[config.mk]
export PLATFORM = sky130hd
export DESIGN_NAME = source_tokenizer_flat
export DESIGN_NICKNAME = d
export VERILOG_FILES = /design/src/rtl/st_pkg.sv /design/src/rtl/st_if.sv /design/src/rtl/st_scan.sv /design/src/rtl/st_queue.sv /design/src/rtl/st_emit.sv /design/src/rtl/source_tokenizer.sv /design/src/flat_wrapper.sv
export SDC_FILE = /design/constraint.sdc
export NUM_CORES = 1
export LEC_CHECK = 0
export BUFFER_PORTS_ARGS = -buffer_cell sky130_fd_sc_hd__clkbuf_2
export CORE_MARGIN = 2
export CORE_UTILIZATION = 46
export DETAILED_ROUTE_END_ITERATION = 10
export SLEW_MARGIN = 30
export SYNTH_ARGS = -nofsm -noshare
export SYNTH_HDL_FRONTEND = slang
export SYNTH_SLANG_ARGS = --single-unit
[constraint.sdc]
create_clock -name i_clk -period 21.1 [get_ports i_clk]
set_input_delay 2.11 -clock i_clk [delete_from_list [all_inputs] [get_ports i_clk]]
set_output_delay 2.11 -clock i_clk [all_outputs]
set_load 0.02 [all_outputs]
[src/rtl/st_pkg.sv]
// ----------------------------------------------------------------------------
// st_pkg
// Shared codes, constants and character classes for the source tokenizer.
// ----------------------------------------------------------------------------
package st_pkg;

    // Default widths of the position, line and length fields.
    localparam int POSITION_BITS_DEF = 24;
    localparam int LINE_BITS_DEF     = 24;
    localparam int LENGTH_BITS_DEF   = 16;

    // Depth of the queue between the scanner and the output stage.
    localparam int QUEUE_DEPTH = 4;

    localparam int NUM_BITS = 31;
    localparam logic [NUM_BITS-1:0] NUM_MAX = {NUM_BITS{1'b1}};

    // Token kinds.
    localparam logic [5:0] K_LPAREN  = 6'd0;
    localparam logic [5:0] K_RPAREN  = 6'd1;
    localparam logic [5:0] K_LBRACE  = 6'd2;
    localparam logic [5:0] K_RBRACE  = 6'd3;
    localparam logic [5:0] K_COMMA   = 6'd4;
    localparam logic [5:0] K_DOT     = 6'd5;
    localparam logic [5:0] K_MINUS   = 6'd6;
    localparam logic [5:0] K_PLUS    = 6'd7;
    localparam logic [5:0] K_SEMI    = 6'd8;
    localparam logic [5:0] K_SLASH   = 6'd9;
    localparam logic [5:0] K_STAR    = 6'd10;
    localparam logic [5:0] K_TILDE   = 6'd11;
    localparam logic [5:0] K_MOD     = 6'd12;
    localparam logic [5:0] K_BANG    = 6'd13;
    localparam logic [5:0] K_BANG_EQ = 6'd14;
    localparam logic [5:0] K_EQ      = 6'd15;
    localparam logic [5:0] K_EQ_EQ   = 6'd16;
    localparam logic [5:0] K_GT      = 6'd17;
    localparam logic [5:0] K_GE      = 6'd18;
    localparam logic [5:0] K_LT      = 6'd19;
    localparam logic [5:0] K_LE      = 6'd20;
    localparam logic [5:0] K_SHL     = 6'd21;
    localparam logic [5:0] K_SHR     = 6'd22;
    localparam logic [5:0] K_DEC     = 6'd23;
    localparam logic [5:0] K_IDENT   = 6'd24;
    localparam logic [5:0] K_STRING  = 6'd25;
    localparam logic [5:0] K_NUMBER  = 6'd26;
    localparam logic [5:0] K_AND     = 6'd27;
    localparam logic [5:0] K_INT     = 6'd28;
    localparam logic [5:0] K_OR      = 6'd29;
    localparam logic [5:0] K_RETURN  = 6'd30;
    localparam logic [5:0] K_VOID    = 6'd31;
    localparam logic [5:0] K_XOR     = 6'd32;
    localparam logic [5:0] K_ERROR   = 6'd33;
    localparam logic [5:0] K_EOF     = 6'd34;

    // Error codes.
    localparam logic [1:0] E_NONE   = 2'd0;
    localparam logic [1:0] E_CHAR   = 2'd1;
    localparam logic [1:0] E_DIGIT  = 2'd2;
    localparam logic [1:0] E_STRING = 2'd3;

    // Scanner modes.
    localparam logic [3:0] M_IDLE    = 4'd0;
    localparam logic [3:0] M_SLASH   = 4'd1;
    localparam logic [3:0] M_COMMENT = 4'd2;
    localparam logic [3:0] M_IDENT   = 4'd3;
    localparam logic [3:0] M_NUMBER  = 4'd4;
    localparam logic [3:0] M_STRING  = 4'd5;
    localparam logic [3:0] M_MINUS   = 4'd6;
    localparam logic [3:0] M_BANG    = 4'd7;
    localparam logic [3:0] M_EQUAL   = 4'd8;
    localparam logic [3:0] M_LESS    = 4'd9;
    localparam logic [3:0] M_GREATER = 4'd10;
    localparam logic [3:0] M_ERROR   = 4'd11;

    // Keywords, packed as the last identifier bytes.
    localparam logic [47:0] KW_INT    = 48'h0000_0069_6E74;
    localparam logic [47:0] KW_VOID   = 48'h0000_766F_6964;
    localparam logic [47:0] KW_RETURN = 48'h7265_7475_726E;

    function automatic logic is_alpha(input logic [7:0] c);
        return (c >= "a" && c <= "z") || (c >= "A" && c <= "Z") || c == "_";
    endfunction

    function automatic logic is_digit(input logic [7:0] c);
        return c >= "0" && c <= "9";
    endfunction

endpackage

[src/rtl/st_if.sv]
// ----------------------------------------------------------------------------
// st_byte_if / st_token_if
// Valid/ready channels for source bytes and for token results.
// ----------------------------------------------------------------------------
interface st_byte_if;
    logic       valid;
    logic       ready;
    logic [7:0] source_byte;

    modport source (output valid, output source_byte, input ready);
    modport sink (input valid, input source_byte, output ready);
endinterface

interface st_token_if #(
    parameter int POSITION_BITS = 24,
    parameter int LINE_BITS     = 24,
    parameter int LENGTH_BITS   = 16
);
    logic                     valid;
    logic                     ready;
    logic [5:0]               token_kind;
    logic [1:0]               error_code;
    logic [POSITION_BITS-1:0] start_offset;
    logic [LENGTH_BITS-1:0]   token_length;
    logic [LINE_BITS-1:0]     line_number;
    logic [30:0]              number_value;
    logic                     last_result;

    modport source (output valid, output token_kind, output error_code,
                    output start_offset, output token_length, output line_number,
                    output number_value, output last_result, input ready);
    modport sink (input valid, input token_kind, input error_code,
                  input start_offset, input token_length, input line_number,
                  input number_value, input last_result, output ready);
endinterface

[src/rtl/st_scan.sv]
// ----------------------------------------------------------------------------
// st_scan
// Front end: takes one byte per cycle while the queue has room, runs the
// lexer mode machine and queues zero, one or two finished results per byte.
// ----------------------------------------------------------------------------
module st_scan #(
    parameter int POSITION_BITS = 24,
    parameter int LINE_BITS     = 24,
    parameter int LENGTH_BITS   = 16,
    parameter int RW            = 6 + 2 + POSITION_BITS + LENGTH_BITS + LINE_BITS + 31
) (
    input  logic            i_clk,
    input  logic            i_rst_n,
    st_byte_if.sink         i_src,
    output logic            o_push_valid,
    input  logic            i_push_ready,
    output logic [2*RW:0]   o_push_data
);
    import st_pkg::*;

    logic [3:0]               r_mode,  n_mode;
    logic [POSITION_BITS-1:0] r_pos,   n_pos;
    logic [POSITION_BITS-1:0] r_start, n_start;
    logic [LINE_BITS-1:0]     r_line,  n_line;
    logic [LENGTH_BITS-1:0]   r_len,   n_len;
    logic [NUM_BITS-1:0]      r_num,   n_num;
    logic [47:0]              r_kw,    n_kw;

    logic [7:0]               c;
    logic                     fire;
    logic                     rescan;
    logic                     a_v, b_v, p_v;
    logic [RW-1:0]            a_e, b_e, p_e;
    logic [5:0]               id_kind;
    logic [5:0]               op_kind;
    logic                     op_hit;
    logic [LENGTH_BITS-1:0]   len_inc;
    logic [LINE_BITS-1:0]     line_inc;
    logic [34:0]              num_mul;

    // Pack one result with the current line count.
    function automatic logic [RW-1:0] mk(input logic [5:0] k, input logic [1:0] e,
                                         input logic [POSITION_BITS-1:0] s,
                                         input logic [LENGTH_BITS-1:0] l,
                                         input logic [LINE_BITS-1:0] ln,
                                         input logic [NUM_BITS-1:0] v);
        return {k, e, s, l, ln, v};
    endfunction

    assign c     = i_src.source_byte;
    assign fire  = i_src.valid && i_src.ready;
    assign i_src.ready = i_push_ready;

    // Saturating counters and the decimal accumulator step.
    assign len_inc  = (&r_len)  ? r_len  : r_len + 1'b1;
    assign line_inc = (&r_line) ? r_line : r_line + 1'b1;
    assign num_mul  = ({4'd0, r_num} << 3) + ({4'd0, r_num} << 1) + {31'd0, c[3:0]};

    // Identifier or keyword.
    always_comb begin
        id_kind = K_IDENT;
        if (r_len == LENGTH_BITS'(3) && r_kw == KW_INT) begin
            id_kind = K_INT;
        end else if (r_len == LENGTH_BITS'(4) && r_kw == KW_VOID) begin
            id_kind = K_VOID;
        end else if (r_len == LENGTH_BITS'(6) && r_kw == KW_RETURN) begin
            id_kind = K_RETURN;
        end
    end

    // Token held by a pending mode, emitted when the next byte ends it.
    always_comb begin
        p_v = 1'b1;
        p_e = '0;
        case (r_mode)
            M_IDENT:   p_e = mk(id_kind, E_NONE, r_start, r_len, r_line, '0);
            M_NUMBER:  p_e = mk(K_NUMBER, E_NONE, r_start, r_len, r_line, r_num);
            M_SLASH:   p_e = mk(K_SLASH, E_NONE, r_start, LENGTH_BITS'(1), r_line, '0);
            M_MINUS:   p_e = mk(K_MINUS, E_NONE, r_start, LENGTH_BITS'(1), r_line, '0);
            M_BANG:    p_e = mk(K_BANG, E_NONE, r_start, LENGTH_BITS'(1), r_line, '0);
            M_EQUAL:   p_e = mk(K_EQ, E_NONE, r_start, LENGTH_BITS'(1), r_line, '0);
            M_LESS:    p_e = mk(K_LT, E_NONE, r_start, LENGTH_BITS'(1), r_line, '0);
            M_GREATER: p_e = mk(K_GT, E_NONE, r_start, LENGTH_BITS'(1), r_line, '0);
            default:   p_v = 1'b0;
        endcase
    end

    // Second character of a two-character operator.
    always_comb begin
        op_hit  = 1'b1;
        op_kind = K_DEC;
        if (r_mode == M_MINUS && c == "-") begin
            op_kind = K_DEC;
        end else if (r_mode == M_BANG && c == "=") begin
            op_kind = K_BANG_EQ;
        end else if (r_mode == M_EQUAL && c == "=") begin
            op_kind = K_EQ_EQ;
        end else if (r_mode == M_LESS && c == "=") begin
            op_kind = K_LE;
        end else if (r_mode == M_LESS && c == "<") begin
            op_kind = K_SHL;
        end else if (r_mode == M_GREATER && c == "=") begin
            op_kind = K_GE;
        end else if (r_mode == M_GREATER && c == ">") begin
            op_kind = K_SHR;
        end else begin
            op_hit = 1'b0;
        end
    end

    // Mode machine: the first result comes from the current mode, the second
    // from scanning the byte afresh or from the end of source.
    always_comb begin
        n_mode = r_mode; n_pos = r_pos; n_start = r_start; n_line = r_line;
        n_len = r_len; n_num = r_num; n_kw = r_kw;
        a_v = 1'b0; a_e = '0; b_v = 1'b0; b_e = '0; rescan = 1'b0;
        if (fire) begin
            if (c == 8'd0) begin
                if (r_mode == M_STRING) begin
                    a_v = 1'b1;
                    a_e = mk(K_ERROR, E_STRING, r_start, r_len, r_line, '0);
                end else if (r_mode != M_ERROR) begin
                    a_v = p_v;
                    a_e = p_e;
                    b_v = 1'b1;
                    b_e = mk(K_EOF, E_NONE, r_pos, '0, r_line, '0);
                end
                n_mode = M_IDLE; n_pos = '0; n_start = '0; n_line = LINE_BITS'(1);
                n_len = '0; n_num = '0; n_kw = '0;
            end else begin
                n_pos = r_pos + 1'b1;
                unique case (r_mode)
                    M_ERROR: begin
                    end
                    M_IDENT: begin
                        if (is_alpha(c) || is_digit(c)) begin
                            n_len = len_inc;
                            n_kw  = {r_kw[39:0], c};
                        end else begin
                            a_v = 1'b1; a_e = p_e; rescan = 1'b1;
                        end
                    end
                    M_NUMBER: begin
                        if (is_digit(c)) begin
                            n_len = len_inc;
                            n_num = (num_mul > {4'd0, NUM_MAX}) ? NUM_MAX
                                                                : num_mul[NUM_BITS-1:0];
                        end else if (is_alpha(c)) begin
                            n_len  = len_inc;
                            a_v    = 1'b1;
                            a_e    = mk(K_ERROR, E_DIGIT, r_start, len_inc, r_line, '0);
                            n_mode = M_ERROR;
                        end else begin
                            a_v = 1'b1; a_e = p_e; rescan = 1'b1;
                        end
                    end
                    M_STRING: begin
                        n_len = len_inc;
                        if (c == "\"") begin
                            a_v    = 1'b1;
                            a_e    = mk(K_STRING, E_NONE, r_start, len_inc, r_line, '0);
                            n_mode = M_IDLE;
                        end else if (c == 8'h0A) begin
                            n_line = line_inc;
                        end
                    end
                    M_SLASH: begin
                        if (c == "/") begin
                            n_mode = M_COMMENT;
                        end else begin
                            a_v = 1'b1; a_e = p_e; rescan = 1'b1;
                        end
                    end
                    M_COMMENT: begin
                        if (c == 8'h0A) begin
                            rescan = 1'b1;
                        end
                    end
                    M_MINUS, M_BANG, M_EQUAL, M_LESS, M_GREATER: begin
                        a_v = 1'b1;
                        if (op_hit) begin
                            a_e    = mk(op_kind, E_NONE, r_start, LENGTH_BITS'(2), r_line, '0);
                            n_mode = M_IDLE;
                        end else begin
                            a_e = p_e; rescan = 1'b1;
                        end
                    end
                    default: rescan = 1'b1;
                endcase

                // Byte scanned between tokens.
                if (rescan) begin
                    n_mode  = M_IDLE;
                    n_start = r_pos;
                    n_len   = LENGTH_BITS'(1);
                    b_v     = 1'b1;
                    b_e     = mk(K_ERROR, E_CHAR, r_pos, LENGTH_BITS'(1), r_line, '0);
                    if (c == " " || c == 8'h09 || c == 8'h0D) begin
                        b_v = 1'b0;
                    end else if (c == 8'h0A) begin
                        b_v = 1'b0; n_line = line_inc;
                    end else if (is_alpha(c)) begin
                        b_v = 1'b0; n_mode = M_IDENT; n_kw = {40'd0, c};
                    end else if (is_digit(c)) begin
                        b_v = 1'b0; n_mode = M_NUMBER; n_num = {27'd0, c[3:0]};
                    end else begin
                        unique case (c)
                            "(": b_e[RW-1 -: 6] = K_LPAREN;
                            ")": b_e[RW-1 -: 6] = K_RPAREN;
                            "{": b_e[RW-1 -: 6] = K_LBRACE;
                            "}": b_e[RW-1 -: 6] = K_RBRACE;
                            ";": b_e[RW-1 -: 6] = K_SEMI;
                            ",": b_e[RW-1 -: 6] = K_COMMA;
                            ".": b_e[RW-1 -: 6] = K_DOT;
                            "+": b_e[RW-1 -: 6] = K_PLUS;
                            "*": b_e[RW-1 -: 6] = K_STAR;
                            "~": b_e[RW-1 -: 6] = K_TILDE;
                            "%": b_e[RW-1 -: 6] = K_MOD;
                            "&": b_e[RW-1 -: 6] = K_AND;
                            "|": b_e[RW-1 -: 6] = K_OR;
                            "^": b_e[RW-1 -: 6] = K_XOR;
                            "/": begin b_v = 1'b0; n_mode = M_SLASH; end
                            "-": begin b_v = 1'b0; n_mode = M_MINUS; end
                            "!": begin b_v = 1'b0; n_mode = M_BANG; end
                            "=": begin b_v = 1'b0; n_mode = M_EQUAL; end
                            "<": begin b_v = 1'b0; n_mode = M_LESS; end
                            ">": begin b_v = 1'b0; n_mode = M_GREATER; end
                            "\"": begin b_v = 1'b0; n_mode = M_STRING; end
                            default: n_mode = M_ERROR;
                        endcase
                        // Known single characters carry no error code.
                        if (n_mode != M_ERROR) begin
                            b_e[RW-7 -: 2] = E_NONE;
                        end
                    end
                end
            end
        end
    end

    // Queue entry: a two-result flag over the second and first results.
    assign o_push_valid = fire && (a_v || b_v);
    assign o_push_data  = {a_v && b_v, b_e, (a_v ? a_e : b_e)};

    always_ff @(posedge i_clk) begin
        if (!i_rst_n) begin
            r_mode <= M_IDLE; r_pos <= '0; r_start <= '0; r_line <= LINE_BITS'(1);
            r_len <= '0; r_num <= '0; r_kw <= '0;
        end else begin
            r_mode <= n_mode; r_pos <= n_pos; r_start <= n_start; r_line <= n_line;
            r_len <= n_len; r_num <= n_num; r_kw <= n_kw;
        end
    end

endmodule

[src/rtl/st_queue.sv]
// ----------------------------------------------------------------------------
// st_queue
// Small FIFO that decouples the scanner from the output stage.
// ----------------------------------------------------------------------------
module st_queue #(
    parameter int DW    = 8,
    parameter int DEPTH = 4
) (
    input  logic          i_clk,
    input  logic          i_rst_n,
    input  logic          i_push_valid,
    output logic          o_push_ready,
    input  logic [DW-1:0] i_push_data,
    output logic          o_pop_valid,
    input  logic          i_pop_ready,
    output logic [DW-1:0] o_pop_data
);
    localparam int AW = (DEPTH > 1) ? $clog2(DEPTH) : 1;

    logic [DW-1:0]  r_mem [DEPTH];
    logic [AW-1:0]  r_wr, r_rd;
    logic [AW:0]    r_count;
    logic           push, pop;

    assign o_push_ready = r_count != (AW+1)'(DEPTH);
    assign o_pop_valid  = r_count != '0;
    assign o_pop_data   = r_mem[r_rd];
    assign push = i_push_valid && o_push_ready;
    assign pop  = o_pop_valid && i_pop_ready;

    // Storage.
    always_ff @(posedge i_clk) begin
        if (push) begin
            r_mem[r_wr] <= i_push_data;
        end
    end

    // Pointers and fill count.
    always_ff @(posedge i_clk) begin
        if (!i_rst_n) begin
            r_wr <= '0; r_rd <= '0; r_count <= '0;
        end else begin
            if (push) begin
                r_wr <= (r_wr == AW'(DEPTH-1)) ? '0 : r_wr + 1'b1;
            end
            if (pop) begin
                r_rd <= (r_rd == AW'(DEPTH-1)) ? '0 : r_rd + 1'b1;
            end
            r_count <= r_count + (AW+1)'(push) - (AW+1)'(pop);
        end
    end

endmodule

[src/rtl/st_emit.sv]
// ----------------------------------------------------------------------------
// st_emit
// Back end: takes queue entries and presents their one or two results in
// order on the token channel from an output register.
// ----------------------------------------------------------------------------
module st_emit #(
    parameter int POSITION_BITS = 24,
    parameter int LINE_BITS     = 24,
    parameter int LENGTH_BITS   = 16,
    parameter int RW            = 6 + 2 + POSITION_BITS + LENGTH_BITS + LINE_BITS + 31
) (
    input  logic          i_clk,
    input  logic          i_rst_n,
    input  logic          i_pop_valid,
    output logic          o_pop_ready,
    input  logic [2*RW:0] i_pop_data,
    st_token_if.source    o_tok
);
    logic [2*RW:0] r_ent;
    logic          r_busy, r_phase;
    logic [RW-1:0] slot;
    logic          last;

    assign slot = r_phase ? r_ent[2*RW-1:RW] : r_ent[RW-1:0];
    assign last = r_phase || !r_ent[2*RW];
    assign o_pop_ready = !r_busy || (o_tok.ready && last);

    // Field unpacking of the current result.
    assign o_tok.valid        = r_busy;
    assign o_tok.number_value = slot[30:0];
    assign o_tok.line_number  = slot[31 +: LINE_BITS];
    assign o_tok.token_length = slot[31+LINE_BITS +: LENGTH_BITS];
    assign o_tok.start_offset = slot[31+LINE_BITS+LENGTH_BITS +: POSITION_BITS];
    assign o_tok.error_code   = slot[RW-7 -: 2];
    assign o_tok.token_kind   = slot[RW-1 -: 6];
    assign o_tok.last_result  = last;

    // Entry register and result phase.
    always_ff @(posedge i_clk) begin
        if (!i_rst_n) begin
            r_busy <= 1'b0; r_phase <= 1'b0;
        end else if (i_pop_valid && o_pop_ready) begin
            r_busy <= 1'b1; r_phase <= 1'b0;
        end else if (r_busy && o_tok.ready) begin
            r_busy  <= !last;
            r_phase <= 1'b1;
        end
    end

    always_ff @(posedge i_clk) begin
        if (i_pop_valid && o_pop_ready) begin
            r_ent <= i_pop_data;
        end
    end

endmodule

[src/rtl/source_tokenizer.sv]
// ----------------------------------------------------------------------------
// source_tokenizer
// Streaming lexer: source bytes in, tokens with position, line and value out.
// ----------------------------------------------------------------------------
//   channel  dir  payload
//   i_src    in   source_byte (zero ends the source)
//   o_tok    out  token_kind, error_code, start_offset, token_length,
//                 line_number, number_value, last_result
//
// One byte is accepted per cycle while the four-entry queue has room; the
// scanner's mode machine settles each byte in that cycle. A byte that yields
// two results presents them one at a time on the output. Results pass
// through the queue memory and then the emit stage's entry register.
// Reset clears all control state; no memory needs a clearing pass.
module source_tokenizer #(
    parameter int POSITION_BITS = st_pkg::POSITION_BITS_DEF,
    parameter int LINE_BITS     = st_pkg::LINE_BITS_DEF,
    parameter int LENGTH_BITS   = st_pkg::LENGTH_BITS_DEF
) (
    input  logic       i_clk,
    input  logic       i_rst_n,
    st_byte_if.sink    i_src,
    st_token_if.source o_tok
);
    import st_pkg::*;

    localparam int RW = 6 + 2 + POSITION_BITS + LENGTH_BITS + LINE_BITS + NUM_BITS;

    logic          push_valid, push_ready, pop_valid, pop_ready;
    logic [2*RW:0] push_data, pop_data;

    st_scan #(.POSITION_BITS(POSITION_BITS), .LINE_BITS(LINE_BITS),
              .LENGTH_BITS(LENGTH_BITS), .RW(RW)) u_scan (
        .i_clk(i_clk), .i_rst_n(i_rst_n), .i_src(i_src),
        .o_push_valid(push_valid), .i_push_ready(push_ready), .o_push_data(push_data)
    );

    st_queue #(.DW(2*RW+1), .DEPTH(QUEUE_DEPTH)) u_queue (
        .i_clk(i_clk), .i_rst_n(i_rst_n),
        .i_push_valid(push_valid), .o_push_ready(push_ready), .i_push_data(push_data),
        .o_pop_valid(pop_valid), .i_pop_ready(pop_ready), .o_pop_data(pop_data)
    );

    st_emit #(.POSITION_BITS(POSITION_BITS), .LINE_BITS(LINE_BITS),
              .LENGTH_BITS(LENGTH_BITS), .RW(RW)) u_emit (
        .i_clk(i_clk), .i_rst_n(i_rst_n),
        .i_pop_valid(pop_valid), .o_pop_ready(pop_ready), .i_pop_data(pop_data),
        .o_tok(o_tok)
    );

    // An error code appears exactly on error tokens.
    a_err_kind: assert property (@(posedge i_clk) disable iff (!i_rst_n)
        o_tok.valid |-> ((o_tok.error_code != E_NONE) == (o_tok.token_kind == K_ERROR)))
        else $error("error code does not match token kind");

    // Only numbers carry a value.
    a_num_kind: assert property (@(posedge i_clk) disable iff (!i_rst_n)
        (o_tok.valid && o_tok.number_value != '0) |-> (o_tok.token_kind == K_NUMBER))
        else $error("value on a non-number token");

    // The scanner only writes the queue for an accepted byte.
    a_push_src: assert property (@(posedge i_clk) disable iff (!i_rst_n)
        push_valid |-> (i_src.valid && i_src.ready && push_ready))
        else $error("queue write without an accepted byte");

endmodule
[src/flat_wrapper.sv]
// flat-port wrapper written by rule: the top's interface ports become plain ports
module source_tokenizer_flat import st_pkg::*;
#(
    parameter int POSITION_BITS = st_pkg::POSITION_BITS_DEF,
    parameter int LINE_BITS     = st_pkg::LINE_BITS_DEF,
    parameter int LENGTH_BITS   = st_pkg::LENGTH_BITS_DEF
)
  (i_clk, i_rst_n, i_src_valid, i_src_source_byte, i_src_ready, o_tok_valid, o_tok_token_kind, o_tok_error_code, o_tok_start_offset, o_tok_token_length, o_tok_line_number, o_tok_number_value, o_tok_last_result, o_tok_ready);
  st_byte_if i_src_i ();
  st_token_if #(.POSITION_BITS(POSITION_BITS), .LINE_BITS(LINE_BITS), .LENGTH_BITS(LENGTH_BITS)) o_tok_i ();
  input  logic i_clk;
  input  logic i_rst_n;
  input wire logic [$bits(i_src_i.valid)-1:0] i_src_valid;
  input wire logic [$bits(i_src_i.source_byte)-1:0] i_src_source_byte;
  output wire logic [$bits(i_src_i.ready)-1:0] i_src_ready;
  output wire logic [$bits(o_tok_i.valid)-1:0] o_tok_valid;
  output wire logic [$bits(o_tok_i.token_kind)-1:0] o_tok_token_kind;
  output wire logic [$bits(o_tok_i.error_code)-1:0] o_tok_error_code;
  output wire logic [$bits(o_tok_i.start_offset)-1:0] o_tok_start_offset;
  output wire logic [$bits(o_tok_i.token_length)-1:0] o_tok_token_length;
  output wire logic [$bits(o_tok_i.line_number)-1:0] o_tok_line_number;
  output wire logic [$bits(o_tok_i.number_value)-1:0] o_tok_number_value;
  output wire logic [$bits(o_tok_i.last_result)-1:0] o_tok_last_result;
  input wire logic [$bits(o_tok_i.ready)-1:0] o_tok_ready;
  assign i_src_i.valid = i_src_valid;
  assign i_src_i.source_byte = i_src_source_byte;
  assign i_src_ready = i_src_i.ready;
  assign o_tok_valid = o_tok_i.valid;
  assign o_tok_token_kind = o_tok_i.token_kind;
  assign o_tok_error_code = o_tok_i.error_code;
  assign o_tok_start_offset = o_tok_i.start_offset;
  assign o_tok_token_length = o_tok_i.token_length;
  assign o_tok_line_number = o_tok_i.line_number;
  assign o_tok_number_value = o_tok_i.number_value;
  assign o_tok_last_result = o_tok_i.last_result;
  assign o_tok_i.ready = o_tok_ready;
  source_tokenizer #(.POSITION_BITS(POSITION_BITS), .LINE_BITS(LINE_BITS), .LENGTH_BITS(LENGTH_BITS)) u_core (.i_clk(i_clk), .i_rst_n(i_rst_n), .i_src(i_src_i), .o_tok(o_tok_i));
endmodule
[After elaboration in Yosys (flattened, before gate mapping)]
Memory sizes are Yosys's and may differ from the RTL's. A register that Yosys moved wholly into a read port is not among the register bits.
Index checks and enable logic that the tools add are counted.
Storage, ports and cells
  bits in registers: 180
  bits in latches: 0
  RAM bits: 828
  ROM bits: 0
  bits of input ports: 12
  output and inout port bits: 106
  memories: 1
Cells by class
  add/sub/neg operators: 9
  multiply operators: 0
  div/mod/pow operators: 0
  magnitude comparators: 7
  equal/unequal tests: 55
  shift-type cells: 0
  muxes and demuxes: 129
  bitwise logic cells: 1
  reduce and logical (&&, ||, !) cells: 48
Memory list
  u_core.u_queue.r_mem: depth 4, bits a word 207, read ports 1, clocked after memory_dff 1, write ports 1, line st_queue.sv:20  | logic [DW-1:0] r_mem [DEPTH];
Operators by type and width (count)
  $mux 103: 16
  $pmux 103 s8: 1
  $pmux 103 s5: 1
  $mux 48: 7
  $mux 31: 9
  $mux 24: 11
  $eq 8x6->1 const B: 17
  $mux 102: 1
  $mux 16: 6
  $pmux 6 s14: 1
  $mux 4: 18
  $add 24x1->24 const B: 2
  $eq 48x23->1 const B: 1
  $eq 48x31->1 const B: 1
  $eq 48x47->1 const B: 1
  $eq 8x7->1 const B: 6
  $pmux 16 s3: 1
  $mux 1: 38
  $add 34x32->35: 1
  $add 35x4->35: 1
  $gt 35x31->1 const B: 1
  $eq 16x3->1 const B: 2
  $mux 8: 4
  $pmux 4 s8: 1
  45 further kinds: 101

[Longest topological paths before layout]
Gate-level depths: netlist of run 1.
  word-level depth: 26
  gate-level depth with buffers: 19
  gate-level depth less buffers: 16

[Cells and area by module]
Synthesis of run 1 repeated with hierarchy kept, for this count alone.
Unflattened totals
  cells, all modules: 3351
  area, all modules: 51708.3 µm²
Modules (own cells, without submodules)
  st_queue: instances 1, cells each 1133, area an instance 30326.6 µm²
  st_scan: instances 1, cells each 1882, area an instance 13573.0 µm²
  st_emit: instances 1, cells each 336, area an instance 7808.7 µm²

[Worst setup path before layout of run 1]
Ideal clock, no wire load.
  kind: input to register
  start point: input port o_tok_ready
  end point: register u_core.u_queue.r_count[2]
  setup time: 0.128 ns
  data arrival time: 12.294 ns
  path slack: 8.679 ns
  stages on the path: 10
  path buffers: 0
  cells stage by stage: nand2_1 a21oi_1 ha_1 inv_1 ha_1 inv_1 fa_1 xor2_1 xnor2_1 nor2_1
On the way
  cells in the longest elaborated chain, start to end: 4
Ends and longest elaborated chain
  start, declared: line flat_wrapper.sv:24  | input wire logic [$bits(o_tok_i.ready)-1:0] o_tok_ready;
  $logic_and 1x1->1: line st_emit.sv:26  | assign o_pop_ready = !r_busy || (o_tok.ready && last);
  $logic_or 1x1->1: line st_emit.sv:26
  $logic_and 1x1->1: line st_queue.sv:29  | assign pop = o_pop_valid && i_pop_ready;
  net u_core.u_queue.pop: line st_queue.sv:23  | logic push, pop;
  $sub 3x1->3: line st_queue.sv:49  | r_count <= r_count + (AW+1)'(push) - (AW+1)'(pop);
  end signal, assigned: line st_queue.sv:49
  end, declared: line st_queue.sv:22  | logic [AW:0] r_count;
The timed path passes the listed nets, and every way through them passes these cells.
A chain may end at the register's enable or synchronous reset.

[Final worst setup path of run 1]
  start point: input port i_src_source_byte[0]
  end point: memory u_core.u_queue.r_mem[3][61] (netlist bit) (enable)
On the way
  cells in the longest elaborated chain, start to end: 21
Ends and longest elaborated chain
  start, declared: line flat_wrapper.sv:14  | input wire logic [$bits(i_src_i.source_byte)-1:0] i_src_source_byte;
  $eq 8x6->1: line st_scan.sv:104, st_scan.sv:207
  $logic_and 1x1->1: line st_scan.sv:104  | end else if (r_mode == M_GREATER && c == ">") begin
  $mux 1: line st_scan.sv:104
  $mux 1: line st_scan.sv:102  | end else if (r_mode == M_GREATER && c == "=") begin
  $mux 1: line st_scan.sv:100  | end else if (r_mode == M_LESS && c == "<") begin
  $mux 1: line st_scan.sv:98  | end else if (r_mode == M_LESS && c == "=") begin
  $mux 1: line st_scan.sv:96  | end else if (r_mode == M_EQUAL && c == "=") begin
  $mux 1: line st_scan.sv:94  | end else if (r_mode == M_BANG && c == "=") begin
  (+5 left out)
  $mux 1: line st_scan.sv:192  | if (rescan) begin
  $mux 1: line st_scan.sv:118  | if (c == 8'd0) begin
  $mux 1: line st_scan.sv:117  | if (fire) begin
  $logic_or 1x1->1 *: line st_scan.sv:242  | assign o_push_valid = fire && (a_v || b_v);
  $logic_and 1x1->1 *: line st_scan.sv:242
  $logic_and 1x1->1 *: line st_queue.sv:28  | assign push = i_push_valid && o_push_ready;
  $mux 1 *: line st_queue.sv:33  | if (push) begin
  $mux 1 (implied by the code) *: line st_queue.sv:34  | r_mem[r_wr] <= i_push_data;
  end, declared: line st_queue.sv:20
Mark *: on every way between the ends. The rest lies on a longest branch, timed or not. The select of a mux whose other input is x is not followed.

==> results of run 1 <==
==> report_power, final <==
part	internal (mW)	leakage (nW)	switching, mW
logic	0.555	5.32	0.970
clock network	0.980	1.59	0.743
registers	2.61	9.02	0.137
total	4.14	15.9	1.85
==> flip-flops by register name, indices dropped and copies added, names as in the netlist <==
register	flops
u_core.u_emit.o_tok.valid	1
u_core.u_emit.r_ent	160
u_core.u_emit.r_phase	1
u_core.u_queue.r_count	3
u_core.u_queue.r_mem	640
u_core.u_queue.r_rd	2
u_core.u_queue.r_wr	2
u_core.u_scan.r_kw	48
u_core.u_scan.r_len	16
u_core.u_scan.r_line	24
u_core.u_scan.r_mode	4
u_core.u_scan.r_num	31
u_core.u_scan.r_pos	24
u_core.u_scan.r_start	24
==> metal layers <==
| layer | global-route usage | vias up |
|---|---|---|
| li1 | - | 11100 |
| met1 | 0.302 | 12400 |
| met2 | 0.350 | 633 |
| met3 | 0.0294 | 129 |
| met4 | 0.0562 | 0 |
| met5 | 0 | - |
==> layout make-up <==
class	instances	area share
clock inverter	59	0.0103
multi-input combinational	1630	0.283
inverter	34	0.00276
timing repair buffer	160	0.0210
tap	1176	0.0315
clock buffer	132	0.0593
sequential	980	0.592
==> through the flow <==
step                      power [mW]  setup slack (ns)  utilization  std cells  hold slack [ns]
after global routing            6.27             14.84        0.520       4171            0.517
after CTS                       6.07             15.23        0.519       4169            0.487
after detailed placement        4.34             14.53        0.483       3978            0.470
after floorplan                 3.86              8.68            -       2805            0.443
after global placement          4.31             14.59        0.482       3977            0.463
final                           5.99             15.18        0.520       4171            0.492
==> worst max-delay path, delay by kind of cell <==
kind	cells	cell delay (ns)
and+or+nand+nor	4	1.60
buffers and inverters	3	1.49
AOI/OAI and AO/OA	3	0.84
==> path summary, 6_finish.rpt <==
kind | start | to | slack [ns] | depth (start not counted)
worst min-delay path | u_core.u_scan.r_kw[42]$_SDFFE_PN0P_ | u_core.u_scan.r_kw[42]$_SDFFE_PN0P_ | 0.49 | 1
worst max-delay path | i_src_source_byte[0] | u_core.u_queue.r_mem[3][61]$_DFFE_PP_ | 15.18 | 10
worst min register to register | u_core.u_scan.r_kw[42]$_SDFFE_PN0P_ | u_core.u_scan.r_kw[42]$_SDFFE_PN0P_ | 0.49 | 1
worst max register to register | u_core.u_scan.r_mode[2]$_SDFFE_PN0P_ | u_core.u_queue.r_mem[3][61]$_DFFE_PP_ | 16.07 | 9
==> cells in the final DEF (no fill, tap or decap), drive strengths merged, types with 70 or more instances in the layout <==
| cell type | n |
|---|---|
| mux4 | 160 |
| a21oi | 129 |
| ha | 73 |
| edfxtp | 800 |
| o21ai | 84 |
| nand2 | 201 |
| nor3 | 70 |
| clkbuf | 249 |
| nor2 | 167 |
| dfxtp | 180 |
| and2 | 115 |
==> cells by family after synthesis <==
| family | count (synthesis) |
|---|---|
| AOI/OAI and AO/OA | 458 |
| xor gates and xnor gates | 72 |
| adders and majority gates | 76 |
| buffers and inverters | 195 |
| DFF | 980 |
| muxes | 224 |
| and+or+nand+nor | 800 |
==> results_dict.tcl, run 1 <==
set metrics [dict create \
    final_max_slew_viol_count 0 \
    seq_area_mm2 0.0276 \
    grt_start_max_net_pins 67 \
    grt_pass1_wl_um 152000 \
    cts_root_buf "clkbuf_16" \
    synthAdderAreaFrac 0.0235 \
    cp_data_required_time_ns 21.38 \
    core-area_mm2 0.0897 \
    synth_top_family_by_area "multiplexers" \
    cts_sinks 980 \
    post_cts_resized 0 \
    vias 24200 \
    finalHoldViolations 0 \
    fmax_mhz 169 \
    area_growth_pct 12.4 \
    synthMuxAreaShare 0.104 \
    postCtsSetupBuffers 0 \
    syn-instance-count 2805 \
    htreeDepth 3 \
    clk_latency_ns 0.68 \
    setup-tns-final_ns 0 \
    cts_buffers 101 \
    worst_pin_slew_ns 0.963 \
    grt-ovfl-total 0 \
    wl_met1_um 44500 \
    yosysWarnings 0 \
    drive_gt1_frac 0.193 \
    cp_slowest_stage_delay_ns 0.85 \
    dp_hpwl_um 60800 \
    yosys.area_share.simple 0.0976 \
    crit_arrival_ns 6.20 \
    cts_tree "done" \
    finalCritPeriodShare 0.281 \
    dr_wl_met2_um 47400 \
    relSlewSlack 0.358 \
    post-synth-top-count-cell "edfxtp_1" \
    rows 110 \
    clockBufferDepth 3 \
    die_w_um 304 \
    fin_nets 2995 \
    syn_nets 2893 \
    yosys.area.top_type "edfxtp_1" \
    top_layer "met4" \
    track_usage 0.214 \
    start_util 0.463 \
    synth_commonest_cells "edfxtp_1, nand2_1, dfxtp_1" \
    holdBufCountCts 0 \
    drv_cap 0 \
    wl_per_cell_um 23.7 \
    design_area_mm2 0.0466 \
    path_clk_slew_ns 0.06 \
    synth-edff-count 800 \
    finalSetupViolations 0 \
    rsz0062_at_grt "no" \
    synthTopCellsByArea "edfxtp_1, dfxtp_1, mux4_2, ha_1, nand2_1" \
    die_h_um 304 \
    fin_skew_ns 0.0406 \
    synth_compound_area_frac 0.0753 \
    syn_avg_cell_area_um2 14.8 \
    fin_crit_ns 5.92 \
    ioPinCount 118 \
    ant_nets 0 \
    die_area_mm2 0.0927 \
    path_class "primary input to flip-flop" \
    crit_fanout 58 \
    hold_path.class "flip-flop to flip-flop" \
    dpl_cell_area_mm2 0.0433 \
    antenna_found_initial 0 \
    dr_wl_met3_um 4880 \
    multi_input_area_mm2 0.0132 \
    async_reset_ff_frac 0 \
    place_congestion 0.860 \
    wl_um 98600 \
    drt-initial-drc-count 1856 \
    yosysSeqAreaShare 0.666 \
    vdd_drop_max_uv 78.3 \
    outcome "complete, no violations" \
    io_buffer_count 117 \
    drt-pass1-iter-count 5 \
    ys_types 91 \
    viasPerCell 5.81 \
    synth-xor-area-share 0.0152 \
    cp_slowest_cell "buf_4" \
    p_leak_nw 15.9 \
    diodes 0 \
    path_cells "clkbuf_2, inv_1, a2111oi_0, a31oi_1, nand3_2, a311oi_4, nand4_1, nand2_1, and2_4, buf_4" \
    nFillCells 7444 \
    power_per_cell_area_mw_per_mm2 128 \
    synth_top_cell_area_share 0.579 \
    critPathLaunchType "primary input" \
    synth_flop_cell "edfxtp_1" \
    synth_seq_cells 980 \
    grt_pass1_vias 24900 \
    worstSetupEndpointType "flip-flop" \
    syn-cell-area_mm2 0.0415 \
    drc 0 \
]
Note: power is estimated with default switching activity, not from simulation.
==> inputs of run 2 (changes only) <==
==> constraint.sdc (replaced) <==
create_clock -name i_clk -period 6 [get_ports i_clk]
set_input_delay 0.6 -clock i_clk [delete_from_list [all_inputs] [get_ports i_clk]]
set_output_delay 0.6 -clock i_clk [all_outputs]
set_load 0.02 [all_outputs]
==> results_dict.tcl, run 2 (synthesis gave the netlist of run 1 again) <==
set metrics [dict create \
    vdd_drop_max_uv 339 \
    critPathLaunchType "flip-flop" \
    p_leak_nw 15.9 \
    regMostFlops "u_core.u_queue.r_mem" \
    antenna_found_initial 0 \
    cp_data_required_time_ns 6.53 \
    die_w_um 304 \
    largest_reg_flops 640 \
    postCtsSetupBuffers 0 \
    seq_area_mm2 0.0276 \
    drt-pass1-iter-count 6 \
    holdBufCountCts 0 \
    die_h_um 304 \
    ant_nets 0 \
    most-common-layout-cells "edfxtp_1, nand2_1, dfxtp_1" \
    fmax_mhz 227 \
    final_common_cell "edfxtp_1" \
    crit_arrival_ns 4.94 \
    ioPinCount 118 \
    cts_buffers 99 \
    total_power_mw 21.0 \
    htreeDepth 3 \
    diodes 0 \
    start_util 0.463 \
    crit_fanout 20 \
    reg_top3 "u_core.u_queue.r_mem x640, u_core.u_emit.r_ent x160, u_core.u_scan.r_kw x48" \
    cts_sinks 980 \
    nFillCells 7340 \
    cts_tree "done" \
    grt_start_max_net_pins 140 \
    viasPerCell 5.87 \
    seqPwrFrac 0.458 \
    power.clock.fraction 0.285 \
    hold_path.class "primary input to flip-flop" \
    path_clk_slew_ns 0.06 \
    track_usage 0.212 \
    clockBufferDepth 3 \
    rows 110 \
    finalCritPeriodShare 0.734 \
    place_congestion 0.882 \
    wl_per_cell_um 23.6 \
    grt-ovfl-total 0 \
    final_max_slew_viol_count 0 \
    finalSetupViolations 0 \
    vias 24500 \
    drv_cap 0 \
    combPwrFrac 0.257 \
    multi_input_area_mm2 0.0132 \
    drive_gt1_frac 0.189 \
    core-area_mm2 0.0897 \
    ff2ff_setup_slack_ns 1.60 \
    fin_nets 2998 \
    rsz0062_at_grt "no" \
    worstSetupEndpointType "flip-flop" \
    worst_pin_slew_ns 1.05 \
    relSlewSlack 0.303 \
    p_sw_mw 6.44 \
    post_cts_resized 0 \
    fin_crit_ns 4.40 \
    grt_pass1_vias 25100 \
    outcome "complete, no violations" \
    io_buffer_count 117 \
    setup-tns-final_ns 0 \
    p_int_mw 14.6 \
    drc 0 \
    dp_hpwl_um 61000 \
    die_area_mm2 0.0927 \
    finalHoldViolations 0 \
    cts_root_buf "clkbuf_16" \
    power_per_cell_area_mw_per_mm2 451 \
    drt-initial-drc-count 1979 \
    area_growth_pct 12.5 \
    fin_skew_ns 0.0274 \
    p_sw_frac 0.306 \
    path_class "flip-flop to flip-flop" \
    clk_latency_ns 0.67 \
    grt_pass1_wl_um 151000 \
    wl_um 98300 \
    final_util 0.520 \
]
## run 2: area by class of cell
type / count / share of cell area
Clock buffer: 141 / 0.0594
Clock inverter: 46 / 0.00925
Inverter: 34 / 0.00273
Multi-Input combinational cell: 1630 / 0.282
Sequential cell: 980 / 0.592
Tap cell: 1176 / 0.0315
Timing Repair Buffer: 165 / 0.0230
## run 2: per-stage QoR
| step | hold slack [ns] | cells | instance area (um2) | setup slack (ns) |
|---|---|---|---|---|
| floorplan | 0.443 | 2805 | 41500 | 0.789 |
| global placement | 0.462 | 3983 | 43400 | 1.32 |
| detailed placement | 0.462 | 3985 | 43500 | 1.25 |
| CTS | 0.241 | 4172 | 46700 | 1.66 |
| global route | 0.271 | 4172 | 46700 | 1.32 |
| finish | 0.287 | 4172 | 46700 | 1.60 |
## run 2: power by group through the flow
stage	clock, mW	combinational [mW]	sequential (mW)
global route	6.40	5.82	9.77
global placement	0	5.48	9.73
floorplan	0	3.76	9.59
finish	5.99	5.42	9.64
detailed placement	0	5.52	9.79
CTS	6.14	5.54	9.66
## run 2: path summary, 6_finish.rpt
check                                                           from                                    to  cells after the start
worst max register to register  u_core.u_scan.r_mode[3]$_SDFFE_PN0P_  u_core.u_queue.r_count[2]$_SDFF_PN0_                     16
worst min register to register   u_core.u_scan.r_kw[43]$_SDFFE_PN0P_   u_core.u_scan.r_kw[43]$_SDFFE_PN0P_                      1
worst min-delay path                                     o_tok_ready    u_core.u_emit.r_phase$_SDFFE_PP0P_                      3
worst max-delay path            u_core.u_scan.r_mode[3]$_SDFFE_PN0P_  u_core.u_queue.r_count[2]$_SDFF_PN0_                     16
## run 2: worst max-delay path, stage by stage (launching register included)
cell      delay, ns
dfxtp_1        0.76
and3b_1        0.27
o211a_1        0.21
o21ai_0        0.37
nand3_2        0.38
a311oi_4       0.31
nand4_1        0.26
nand2_1        0.31
inv_1          0.07
ha_1           0.28
inv_1          0.06
ha_1           0.13
inv_1          0.05
fa_1           0.41
xor2_1         0.19
xnor2_1        0.14
nor2_1         0.05
## run 2: per-layer routing
metal / vias to the layer above / GRT usage / share of wire
met2: 644 / 0.351 / 0.49
met3: 136 / 0.0341 / 0.050
li1: 11100 / - / -
met5: - / 0 / 0
met4: 0 / 0.0562 / 0.019
met1: 12600 / 0.292 / 0.44
==> inputs of run 3 (changes only) <==
==> constraint.sdc (replaced) <==
create_clock -name i_clk -period 4.5 [get_ports i_clk]
set_input_delay 0.45 -clock i_clk [delete_from_list [all_inputs] [get_ports i_clk]]
set_output_delay 0.45 -clock i_clk [all_outputs]
set_load 0.02 [all_outputs]
==> results_dict.tcl, run 3 (synthesis gave the netlist of run 1 again) <==
set metrics [dict create \
    layout_setup_ws_ns 0.418 \
    fin_nets 3030 \
    wl_um 97000 \
    p_leak_nw 16.1 \
    drt-initial-drc-count 1912 \
    area_growth_pct 13.5 \
    postCtsSetupBuffers 0 \
    fin_crit_ns 4.08 \
    path_depth 13 \
    worst_pin_slew_ns 0.929 \
    multi_input_area_mm2 0.0132 \
    core-area_mm2 0.0897 \
    regMostFlops "u_core.u_queue.r_mem" \
    viasPerCell 5.82 \
    r2r-end "u_core.u_scan.r_num[19]$_SDFFE_PN0P_" \
    die_area_mm2 0.0927 \
    clockBufferDepth 3 \
    cts_sinks 980 \
    reg2regPathDepth 13 \
    final_common_cell "edfxtp_1" \
    drt-pass1-iter-count 5 \
    finalCritPeriodShare 0.907 \
    power_per_cell_area_mw_per_mm2 599 \
    cts_tree "done" \
    critPathLaunchType "flip-flop" \
    ff2ff_setup_slack_ns 0.42 \
    drv_cap 0 \
    crit_fanout 4 \
    vias 24500 \
    dp_hpwl_um 61200 \
    nFillCells 7401 \
    finalSetupViolations 0 \
    rows 110 \
    fmax_mhz 245 \
    worstSetupEndpointType "flip-flop" \
    fin_skew_ns 0.0296 \
    wl_per_cell_um 23.1 \
    seq_area_mm2 0.0276 \
    vdd_drop_max_uv 534 \
    track_usage 0.211 \
    antenna_found_initial 3 \
    ant_nets 0 \
    cp_slowest_cell "or4_1" \
    htreeDepth 3 \
    drive_gt1_frac 0.198 \
    crit_arrival_ns 4.63 \
    grt_pass1_vias 25700 \
    dpl_cell_area_mm2 0.0438 \
    pre_cts_slack_ns 0.265 \
    most-common-layout-cells "edfxtp_1, nand2_1, dfxtp_1" \
    crit_top_cell "fa_1" \
    largest_reg_flops 640 \
    crit_path_start "u_core.u_scan.r_num[2]$_SDFFE_PN0P_" \
    die_w_um 304 \
    cts_root_buf "clkbuf_16" \
    post_cts_resized 0 \
    relSlewSlack 0.379 \
    design_area_mm2 0.0471 \
    final_max_slew_viol_count 0 \
    crit_end "u_core.u_scan.r_num[19]$_SDFFE_PN0P_" \
    holdBufCountCts 0 \
    reg_top3 "u_core.u_queue.r_mem x640, u_core.u_emit.r_ent x160, u_core.u_scan.r_kw x48" \
    outcome "complete, no violations" \
    clk_latency_ns 0.67 \
    setup-tns-final_ns 0 \
    rsz0062_at_grt "no" \
    io_buffer_count 117 \
    worst_path_dominant_cell_family "compound AO/OA/AOI/OAI gates" \
    hold_path.class "primary input to flip-flop" \
    die_h_um 304 \
    cts_buffers 100 \
    path_cells "inv_1, fa_1, fa_1, nor2b_1, o2111ai_1, a2111oi_0, buf_4, o31ai_1, a21oi_1, xnor2_1, o2111ai_2, or4_1, a31o_1" \
    cp_slowest_stage_delay_ns 0.56 \
    critPathBufInv 2 \
    r2r_start "u_core.u_scan.r_num[2]$_SDFFE_PN0P_" \
    path_class "flip-flop to flip-flop" \
    grt_pass1_wl_um 152000 \
    path_clk_slew_ns 0.06 \
    grt_start_max_net_pins 116 \
    finalHoldViolations 0 \
    drc 0 \
    ioPinCount 118 \
    grt-ovfl-total 0 \
    place_congestion 0.888 \
    cp_data_required_time_ns 5.05 \
    start_util 0.463 \
]
run 3: changes by cell type in the layout (fill, tap and decap cells not counted), moves of 2 or more:
cell	change
buf_4	+21
clkbuf_1	-5
clkbuf_16	+2
clkbuf_8	+6
clkinv_2	-3
clkinv_1	+2
buf_12	+12
run 3: area by class of cell:
type,count,share of cell area
Sequential cell,980,0.587
Multi-Input combinational cell,1630,0.280
Clock buffer,143,0.0611
Tap cell,1176,0.0312
Timing Repair Buffer,196,0.0303
Clock inverter,43,0.00802
Inverter,34,0.00271
Antenna cell,1,0.0000531
run 3: power by group:
group	internal (mW)	switching, mW
clock network	4.69	3.39
registers	12.2	0.603
logic	2.79	4.53
total	19.7	8.52
run 3: tightest hold or removal path, delay by kind of cell:
family,cells,cell delay [ns]
compound gates,1,0.15
simple gates,1,0.05
buf+inv,1,0.12
run 3: routing by layer:
layer	global-route usage	vias up	share of wire
li1	-	11200	-
met5	0	-	0.00024
met2	0.355	613	0.49
met3	0.0356	156	0.046
met4	0.0633	4	0.025
met1	0.282	12500	0.43
run 3: worst min-delay path by stage:
stage                     slack (ns)                           startpoint  cells past startpoint                                   to
after detailed placement        0.47  u_core.u_scan.r_kw[43]$_SDFFE_PN0P_                      1  u_core.u_scan.r_kw[43]$_SDFFE_PN0P_
after floorplan                 0.44  u_core.u_scan.r_kw[42]$_SDFFE_PN0P_                      1  u_core.u_scan.r_kw[42]$_SDFFE_PN0P_
after global routing            0.13                 i_src_source_byte[0]                      2   u_core.u_scan.r_kw[0]$_SDFFE_PN0P_
after CTS                       0.11                          o_tok_ready                      3   u_core.u_emit.r_phase$_SDFFE_PP0P_
after global placement          0.46  u_core.u_scan.r_kw[43]$_SDFFE_PN0P_                      1  u_core.u_scan.r_kw[43]$_SDFFE_PN0P_
final                           0.14                          o_tok_ready                      3   u_core.u_emit.r_phase$_SDFFE_PP0P_
run 3: stage by stage:
step | utilization | cells | power (mW) | hold slack (ns)
floorplan | - | 2805 | 17.8 | 0.443
detailed placement | 0.489 | 4016 | 20.5 | 0.466
finish | 0.525 | 4203 | 28.2 | 0.139
CTS | 0.525 | 4202 | 28.6 | 0.106
global route | 0.525 | 4203 | 29.5 | 0.131
global placement | 0.489 | 4016 | 20.4 | 0.461
